==> src/chs_pkg.sv <==
// Shared types and constants for the chained hash set.
// Used by chs_bucket, chs_engine and the top level chained_hash_set.
package chs_pkg;

	localparam int KEY_W       = 31;
	localparam int KIND_W      = 2;
	localparam int DEF_BUCKETS = 16;
	localparam int DEF_POOL    = 64;

	localparam logic [KIND_W-1:0] KIND_INSERT = 2'd0;
	localparam logic [KIND_W-1:0] KIND_SEARCH = 2'd1;
	localparam logic [KIND_W-1:0] KIND_CLEAR  = 2'd2;

	typedef struct packed {
		logic [KIND_W-1:0] kind;
		logic [KEY_W-1:0]  key;
	} req_t;

	typedef struct packed {
		logic status;
		logic found;
	} res_t;

endpackage

==> src/chs_bucket.sv <==
// Remainder unit: key modulo BUCKETS by reciprocal multiplication.
// Depends on chs_pkg for the key width.
module chs_bucket #(
	parameter int BUCKETS = chs_pkg::DEF_BUCKETS
) (
	input  logic                        clk,
	input  logic                        arst_n,
	input  logic                        start,
	input  logic [chs_pkg::KEY_W-1:0]   key,
	output logic                        done,
	output logic [$clog2(BUCKETS)-1:0]  rem
);

	localparam int BKT_W = $clog2(BUCKETS);
	// The first remainder estimate lies below 2*BUCKETS, one bit wider than the result.
	localparam int RW    = BKT_W + 1;
	localparam int PW    = chs_pkg::KEY_W + 32;
	// floor(2^32 / BUCKETS); the quotient it gives is exact or one too small.
	localparam logic [31:0]   RECIP  = 32'((64'd1 << 32) / 64'(BUCKETS));
	localparam logic [RW-1:0] DIV_RW = RW'(BUCKETS);

	logic                      v_s1;
	logic                      v_s2;
	logic                      done_q;
	logic [chs_pkg::KEY_W-1:0] key_s1;
	logic [RW-1:0]             quo_s2;
	logic [RW-1:0]             klo_s2;
	logic [BKT_W-1:0]          rem_q;
	logic [PW-1:0]             prod;
	logic [RW-1:0]             rest;
	logic [BKT_W-1:0]          rest_adj;

	// Only the low bits of quotient and key matter: the true remainder fits in RW bits,
	// so the subtraction may wrap at that width.
	assign prod     = {32'd0, key_s1} * {{chs_pkg::KEY_W{1'b0}}, RECIP};
	assign rest     = klo_s2 - quo_s2 * DIV_RW;
	assign rest_adj = (rest >= DIV_RW) ? BKT_W'(rest - DIV_RW) : rest[BKT_W-1:0];

	always_ff @(posedge clk or negedge arst_n) begin
		if (!arst_n) begin
			v_s1   <= 1'b0;
			v_s2   <= 1'b0;
			done_q <= 1'b0;
		end else begin
			v_s1   <= start;
			v_s2   <= v_s1;
			done_q <= v_s2;
		end
	end

	always_ff @(posedge clk) begin
		if (start)
			key_s1 <= key;
		if (v_s1) begin
			quo_s2 <= prod[32 +: RW];
			klo_s2 <= key_s1[RW-1:0];
		end
		if (v_s2)
			rem_q <= rest_adj;
	end

	assign done = done_q;
	assign rem  = rem_q;

endmodule

==> src/chs_engine.sv <==
// Table engine: bucket head memory, node memory and the insert/search sequencer.
// Depends on chs_pkg and instantiates chs_bucket.
module chs_engine #(
	parameter int BUCKETS = chs_pkg::DEF_BUCKETS,
	parameter int POOL    = chs_pkg::DEF_POOL
) (
	input  logic            clk,
	input  logic            arst_n,
	input  logic            in_valid,
	output logic            in_ready,
	input  chs_pkg::req_t   in_req,
	output logic            res_valid,
	input  logic            res_take,
	output chs_pkg::res_t   res
);

	localparam int BKT_W  = $clog2(BUCKETS);
	localparam int NODE_W = $clog2(POOL + 1);
	localparam int NA_W   = $clog2(POOL);
	localparam logic [NODE_W-1:0] NULL_NODE = NODE_W'(POOL);

	localparam logic [2:0] ST_IDLE = 3'd0;
	localparam logic [2:0] ST_HASH = 3'd1;
	localparam logic [2:0] ST_HEAD = 3'd2;
	localparam logic [2:0] ST_LOOK = 3'd3;
	localparam logic [2:0] ST_RESP = 3'd4;
	localparam logic [2:0] ST_INIT = 3'd5;

	typedef struct packed {
		logic [chs_pkg::KEY_W-1:0] key;
		logic [BKT_W-1:0]          bkt;
		logic [NODE_W-1:0]         link;
	} node_t;

	logic [NODE_W-1:0]          head_mem [BUCKETS];
	node_t                      node_mem [POOL];

	logic [2:0]                 state_q;
	logic [BKT_W-1:0]           init_q;
	logic [chs_pkg::KIND_W-1:0] kind_q;
	logic [chs_pkg::KEY_W-1:0]  key_q;
	logic [NODE_W-1:0]          used_q;
	logic [BKT_W-1:0]           bkt_q;
	logic [NODE_W-1:0]          cur_q;
	logic                       first_q;
	logic                       found_q;
	logic                       status_q;
	logic [NODE_W-1:0]          head_q;
	node_t                      node_q;

	logic                       bkt_start;
	logic                       bkt_done;
	logic [BKT_W-1:0]           bkt_rem;
	logic                       head_lt;
	logic                       bkt_ok;
	logic                       key_hit;
	logic                       link_ok;
	logic                       walk_next;
	logic                       ins_go;
	logic [NODE_W-1:0]          eff_head;
	logic                       node_re;
	logic [NODE_W-1:0]          node_ra;

	chs_bucket #(
		.BUCKETS(BUCKETS)
	) u_bucket (
		.clk   (clk),
		.arst_n(arst_n),
		.start (bkt_start),
		.key   (in_req.key),
		.done  (bkt_done),
		.rem   (bkt_rem)
	);

	assign in_ready  = (state_q == ST_IDLE);
	assign res_valid = (state_q == ST_RESP);
	assign res.found  = found_q;
	assign res.status = status_q;

	assign bkt_start = (state_q == ST_IDLE) && in_valid &&
		((in_req.kind == chs_pkg::KIND_SEARCH) ||
		 ((in_req.kind == chs_pkg::KIND_INSERT) && (used_q != NULL_NODE)));

	// A head is only trusted when it names a node taken since the last clear
	// and that node was filed under the same bucket; anything else is stale.
	assign head_lt = (head_q < used_q);
	assign bkt_ok  = (node_q.bkt == bkt_q);
	assign key_hit = (node_q.key == key_q);
	assign link_ok = (node_q.link < used_q);

	assign walk_next = (state_q == ST_LOOK) && (kind_q == chs_pkg::KIND_SEARCH) &&
		(!first_q || bkt_ok) && !key_hit && link_ok;

	assign ins_go = (kind_q == chs_pkg::KIND_INSERT) &&
		(((state_q == ST_HEAD) && !head_lt) || (state_q == ST_LOOK));

	always_comb begin
		eff_head = NULL_NODE;
		if ((state_q == ST_LOOK) && first_q && bkt_ok)
			eff_head = cur_q;
	end

	always_comb begin
		node_re = 1'b0;
		node_ra = head_q;
		if ((state_q == ST_HEAD) && head_lt) begin
			node_re = 1'b1;
		end else if (walk_next) begin
			node_re = 1'b1;
			node_ra = node_q.link;
		end
	end

	// After reset every head is written once to the empty mark, so that no head
	// is ever read before it holds a known value.
	always_ff @(posedge clk) begin
		if ((state_q == ST_HASH) && bkt_done)
			head_q <= head_mem[bkt_rem];
		if (state_q == ST_INIT)
			head_mem[init_q] <= NULL_NODE;
		else if (ins_go)
			head_mem[bkt_q] <= used_q;
	end

	always_ff @(posedge clk) begin
		if (node_re)
			node_q <= node_mem[node_ra[NA_W-1:0]];
		if (ins_go)
			node_mem[used_q[NA_W-1:0]] <= '{key: key_q, bkt: bkt_q, link: eff_head};
	end

	always_ff @(posedge clk or negedge arst_n) begin
		if (!arst_n) begin
			state_q  <= ST_INIT;
			init_q   <= '0;
			used_q   <= '0;
			kind_q   <= chs_pkg::KIND_INSERT;
			found_q  <= 1'b0;
			status_q <= 1'b0;
			first_q  <= 1'b0;
		end else begin
			case (state_q)
				ST_INIT: begin
					init_q <= init_q + BKT_W'(1);
					if (init_q == BKT_W'(BUCKETS - 1))
						state_q <= ST_IDLE;
				end
				ST_IDLE: begin
					if (in_valid) begin
						kind_q   <= in_req.kind;
						found_q  <= 1'b0;
						status_q <= 1'b0;
						case (in_req.kind)
							chs_pkg::KIND_INSERT: begin
								if (used_q == NULL_NODE) begin
									status_q <= 1'b1;
									state_q  <= ST_RESP;
								end else begin
									state_q <= ST_HASH;
								end
							end
							chs_pkg::KIND_SEARCH: state_q <= ST_HASH;
							chs_pkg::KIND_CLEAR: begin
								used_q  <= '0;
								state_q <= ST_RESP;
							end
							default: state_q <= ST_RESP;
						endcase
					end
				end
				ST_HASH: begin
					if (bkt_done)
						state_q <= ST_HEAD;
				end
				ST_HEAD: begin
					if (head_lt) begin
						first_q <= 1'b1;
						state_q <= ST_LOOK;
					end else begin
						if (ins_go)
							used_q <= used_q + NODE_W'(1);
						state_q <= ST_RESP;
					end
				end
				ST_LOOK: begin
					if (ins_go) begin
						used_q  <= used_q + NODE_W'(1);
						state_q <= ST_RESP;
					end else if (walk_next) begin
						first_q <= 1'b0;
					end else begin
						found_q <= (!first_q || bkt_ok) && key_hit;
						state_q <= ST_RESP;
					end
				end
				ST_RESP: begin
					if (res_take)
						state_q <= ST_IDLE;
				end
				default: state_q <= ST_IDLE;
			endcase
		end
	end

	always_ff @(posedge clk) begin
		if (state_q == ST_IDLE)
			key_q <= in_req.key;
		if ((state_q == ST_HASH) && bkt_done)
			bkt_q <= bkt_rem;
		if ((state_q == ST_HEAD) && head_lt)
			cur_q <= head_q;
		else if (walk_next)
			cur_q <= node_q.link;
	end

endmodule

==> src/chained_hash_set.sv <==
// Top level of the chained hash set: stream ports and the result register.
// Depends on chs_pkg and instantiates chs_engine.
//
// A set of 31-bit keys held as a separate-chaining hash table over a pool of
// POOL nodes, with BUCKETS chains selected by key modulo BUCKETS. Each input
// beat carries a key in s_tdata and an operation in s_tuser: insert pushes the
// key onto the head of its chain (duplicates are kept, and status is raised
// when the pool is used up), search walks the chain and raises found when the
// key is there, and clear empties the whole table at once. Every input beat
// yields exactly one output beat, in order. The block works on one beat at a
// time. After reset it writes every bucket head to the empty mark, with
// s_tready held low. For an insert or a search, the remainder unit first
// finds key modulo BUCKETS by multiplying with a fixed reciprocal and
// correcting once; then the bucket head memory is read, the head is decided
// on, each chain node examined is read from the node memory, and the result
// moves into the output register. A clear, an insert into a full pool or an
// unused operation code goes straight to the result. Clear takes effect at
// once: stale bucket heads are recognised by checking that the node they
// name was taken since the last clear and was filed under the same bucket.
// The result sits in an output register, so a new beat is taken while the
// previous result is still waiting for m_tready.
module chained_hash_set #(
	parameter int BUCKETS = chs_pkg::DEF_BUCKETS,
	parameter int POOL    = chs_pkg::DEF_POOL
) (
	input  logic        clk,
	input  logic        arst_n,
	input  logic        s_tvalid,
	output logic        s_tready,
	input  logic [31:0] s_tdata,   // [30:0] key, [31] zero
	input  logic [1:0]  s_tuser,   // [1:0] kind: insert, search, clear
	output logic        m_tvalid,
	input  logic        m_tready,
	output logic [7:0]  m_tdata    // [0] found, [1] status, [7:2] zero
);

	chs_pkg::req_t in_req;
	chs_pkg::res_t res;
	chs_pkg::res_t res_q;
	logic          res_valid;
	logic          res_take;
	logic          m_tvalid_q;

	assign in_req.kind = s_tuser;
	assign in_req.key  = s_tdata[chs_pkg::KEY_W-1:0];

	chs_engine #(
		.BUCKETS(BUCKETS),
		.POOL   (POOL)
	) u_engine (
		.clk      (clk),
		.arst_n   (arst_n),
		.in_valid (s_tvalid),
		.in_ready (s_tready),
		.in_req   (in_req),
		.res_valid(res_valid),
		.res_take (res_take),
		.res      (res)
	);

	// The engine's result moves into the output register whenever that
	// register is empty or is being emptied in the same cycle.
	assign res_take = res_valid && (!m_tvalid_q || m_tready);

	always_ff @(posedge clk or negedge arst_n) begin
		if (!arst_n) begin
			m_tvalid_q <= 1'b0;
		end else begin
			if (res_take)
				m_tvalid_q <= 1'b1;
			else if (m_tready)
				m_tvalid_q <= 1'b0;
		end
	end

	always_ff @(posedge clk) begin
		if (res_take)
			res_q <= res;
	end

	assign m_tvalid = m_tvalid_q;
	assign m_tdata  = {6'd0, res_q.status, res_q.found};

endmodule

==> config.mk <==
export PLATFORM = sky130hd
export DESIGN_NAME = chained_hash_set
export DESIGN_NICKNAME = d
export VERILOG_FILES = /design/src/chs_pkg.sv /design/src/chs_bucket.sv /design/src/chs_engine.sv /design/src/chained_hash_set.sv
export SDC_FILE = /design/constraint.sdc
export NUM_CORES = 2
export LEC_CHECK = 0
export BUFFER_PORTS_ARGS = -buffer_cell sky130_fd_sc_hd__buf_2
export CORE_MARGIN = 2
export CORE_UTILIZATION = 50
export DETAILED_ROUTE_END_ITERATION = 8
export PLACE_DENSITY = 0.65
export RECOVER_POWER = 50
export SLEW_MARGIN = 10
export SYNTH_ARGS = -nofsm -noshare
export SYNTH_HDL_FRONTEND = slang
export SYNTH_SLANG_ARGS = --single-unit
export TNS_END_PERCENT = 5
==> constraint.sdc <==
create_clock -name clk -period 11.06 [get_ports clk]
set_clock_uncertainty 0.05 [all_clocks]
set_input_delay 2.212 -clock clk [delete_from_list [all_inputs] [get_ports clk]]
set_output_delay 2.212 -clock clk [all_outputs]
set_load 0.005 [all_outputs]
==> impl_results.md <==
* Crit path max-delay family: buffers and inverters
* Setup bufs post-CTS at 0
* Critical-path cell list: clkbuf_1 -> xnor2_1 -> nand4_1 -> nor4_2 -> buf_4 -> a211oi_4 -> buf_4 -> mux2i_4 -> buf_12 -> buf_12 -> mux2i_1 -> o22ai_1 -> o21ai_0 -> and4_1 -> nand4_1
* Setup Crit Path Kind: register to register
* Setup Viol. Count Final at 0
* Slowest cell on crit path: clkbuf_1
* Hold Path Origin: u_engine.u_bucket.key_s1[3]
* Hold buffer count at CTS at 0
* Hold Path End: u_engine.u_bucket.klo_s2[3]
* Kind of end point of the critical path: register
* DR vias at between 60000 and 70000
* Status: complete, but fails checks
* Maximum vdd drop at 200 uV
* Yosys warning total at 0
* Hold path cells at 0
* Clk Latency, worst-skew pair at around 0.95 ns
* Leak Pwr at approximately 42 nW
* Slowest stage delay, CP at around 2.3 ns
* WL final at 303000 um
* Critical Path AT at a little over 9 ns
* Post-Syn Instances at 7038
* Full die area at between 200000 and 250000 um^2
* Grt total ovfl at 0
* Worst-Margin Slew at between 3 and 4 ns
* Fill count at ~17000
* Mapped Area at between 100000 and 150000 um^2
* F_max at 0.116 GHz
* Initial Util at 0.502
* Reg-to-Reg End: u_engine.node_q[32]
* GP Congestion at a little over 0.8
* Worst min-delay path class: register to register
* Area of the multi-input gates at about 24000 um^2
* Hpwl dp at 146000 um
* Worst setup SP type: register
* Via density at 6.22
* Synth Flop Type: edfxtp_1
* Root buffer cell: clkbuf_16
* Critical Path Stages at 15
* # rows at approximately 170
* Yosys reg bits at ~3000
* Area Overhead vs Synth at 11.5%
* FF-to-FF path depth at 15
* Drt first pass iters at 6
* GRT Total Usage at 0.259
* CTS Buf Count at 304
* Most common cell after layout, fill and taps aside: edfxtp_1
* Final min period at between 8 and 9 ns
* Synth cell types at 55
* Leading post-synthesis cells by cell area: edfxtp_1 (77%), mux2i_1 (6.7%), nand2_1 (4.0%)
* Port Buf Inserts at 40
* CTS-repair resized insts at 0
* Total of max-cap violations at between 40 and 50
* Pin count of the biggest net entering global routing at ~170
* Die Ht at between 400 and 500 um
* Initial antenna violation count at 12
* Leading area contributor after synthesis: edfxtp_1
* Avg Inst Size Synth at roughly 16 um^2
* Final Cycle Share at 0.776
* Vias in the first global route at between 60000 and 70000
* Sink Count at 2928
* Layout cells sized above 1 at 0.0908
* Final #Nets at around 7200
* Register area at approximately 88000 um^2
* Seq/Total Area, Yosys at 0.778
* Top cell type's share of synthesized area at 0.773
* DRC viols at 0
* Worst R2R Setup Slack at 2.47 ns
* Share of synthesized flip-flops with an asynchronous set or reset at 0.00786
* Hold Vio Cnt, Final at 0
* Failing checks: capacitance limit, slew limit
* Unrepaired setup endpoints after global routing: false
* Setup ws final at between 2 and 2.5 ns
* Max Transition Viols Final at around 2900
* ANT nets after route at 0
* Buf/Inv on CP at 5
* Post-Route Setup TNS at 0 ns
* Core ar. at around 220000 um^2
* Power Dens Cells at around 190 nW/um^2
* First-pass GRT wire length at approximately 430000 um
* FF-to-FF Start: u_engine.key_q[27]
* Worst EP required at approximately 12 ns
* First DRT Iteration DRCs at 8554
* Pre-CTS setup slack at roughly 4.7 ns
* Most frequent cells in the layout: edfxtp_1 (2905), nand2_1 (1185), mux2i_1 (753)
* Clock-pin slew on the worst setup and hold paths at roughly 0.06 ns
* Post-synth EDFFs at between 2000 and 3000
* Longest Clk Path Bufs at 4
* Die width at approximately 480 um
* Worst-path fanout max at 129
* H-tree Lvls at 5
* Ports at 48
* Relative slew slack at -1.26
* WL/cell at 29.3 um
* CTS tree: yes
-- kinds of logic (layout without fill, tap and decap cells) --
logic type | Yosys count | in the layout | synth area share
compound gates | 865 | 865 | 0.0487
fa+ha+maj | 15 | 15 | 0.00166
other cells | 1 | 10 | 0.0000332
xor+xnor | 40 | 40 | 0.00310
flops | 2928 | 2928 | 0.778
mux | 804 | 804 | 0.0753
buf+inv | 442 | 743 | 0.0167
simple gates | 1943 | 1943 | 0.0763
-- where the power goes --
part	switching (mW)	internal (mW)
registers	0.0668	13.1
clock network	4.04	5.34
logic	1.51	0.323
total	5.62	18.8
-- sequential cells by signal (all words and copies together) (netlist names), 7 cells and up --
name,count
u_engine.node_q,42
u_engine.node_mem,2688
u_engine.head_q,7
u_engine.cur_q,7
u_engine.used_q,7
u_engine.head_mem,112
u_engine.key_q,31
-- per-layer routing --
metal / track usage / vias to the layer above / wire [um]
met2: 0.410 / 3485 / 142000
li1: - / 27500 / -
met5: 0 / - / 0
met3: 0.0526 / 577 / 31000
met4: 0.0872 / 0 / 9980
met1: 0.362 / 32800 / 120000
-- area by class of cell --
type	instances	area share
clock inverter	148	0.00782
clock buffer	369	0.0629
tap	2992	0.0297
multi-input combinational	3673	0.190
inverter	17	0.000507
timing repair buffer	209	0.0117
antenna	4	0.0000795
sequential	2928	0.698
-- how the worst max path moves through the flow --
stage / slack (ns) / end / from
floorplan: 5.59 / u_engine.node_mem[26][0] / u_engine.used_q[2]
global placement: 4.71 / u_engine.node_q[3] / u_engine.key_q[27]
detailed placement: 4.68 / u_engine.node_q[24] / u_engine.key_q[27]
CTS: 4.65 / u_engine.node_q[3] / u_engine.key_q[27]
global route: 2.26 / u_engine.node_q[20] / u_engine.key_q[27]
finish: 2.47 / u_engine.node_q[32] / u_engine.key_q[27]
-- stage by stage --
| stage | util | area (um^2) | hold slack [ns] | total power [mW] | std cells |
|---|---|---|---|---|---|
| after global routing | 0.560 | 126000 | 0.375 | 25.1 | 10300 |
| final | 0.560 | 126000 | 0.368 | 24.4 | 10300 |
| after CTS | 0.561 | 126000 | 0.369 | 24.4 | 10300 |
| after floorplan | - | 113000 | 0.350 | 14.3 | 7043 |
| after global placement | 0.521 | 117000 | 0.360 | 15.1 | 9819 |
| after detailed placement | 0.521 | 117000 | 0.356 | 15.1 | 9819 |
-- cell usage after synthesis (22+ instances only) --
library cell / n
xnor2_1: 35
a21oi_1: 22
nand4_1: 140
nand2_1: 1192
mux4_2: 35
clkbuf_1: 207
buf_2: 141
o21ai_0: 172
o22ai_1: 332
nand3_1: 356
and3_1: 41
and4_1: 42
mux2i_1: 757
buf_1: 65
edfxtp_1: 2905
a31oi_1: 206
nor2_1: 97
a32oi_1: 87
No activity file was read; power rests on OpenSTA's default activity.
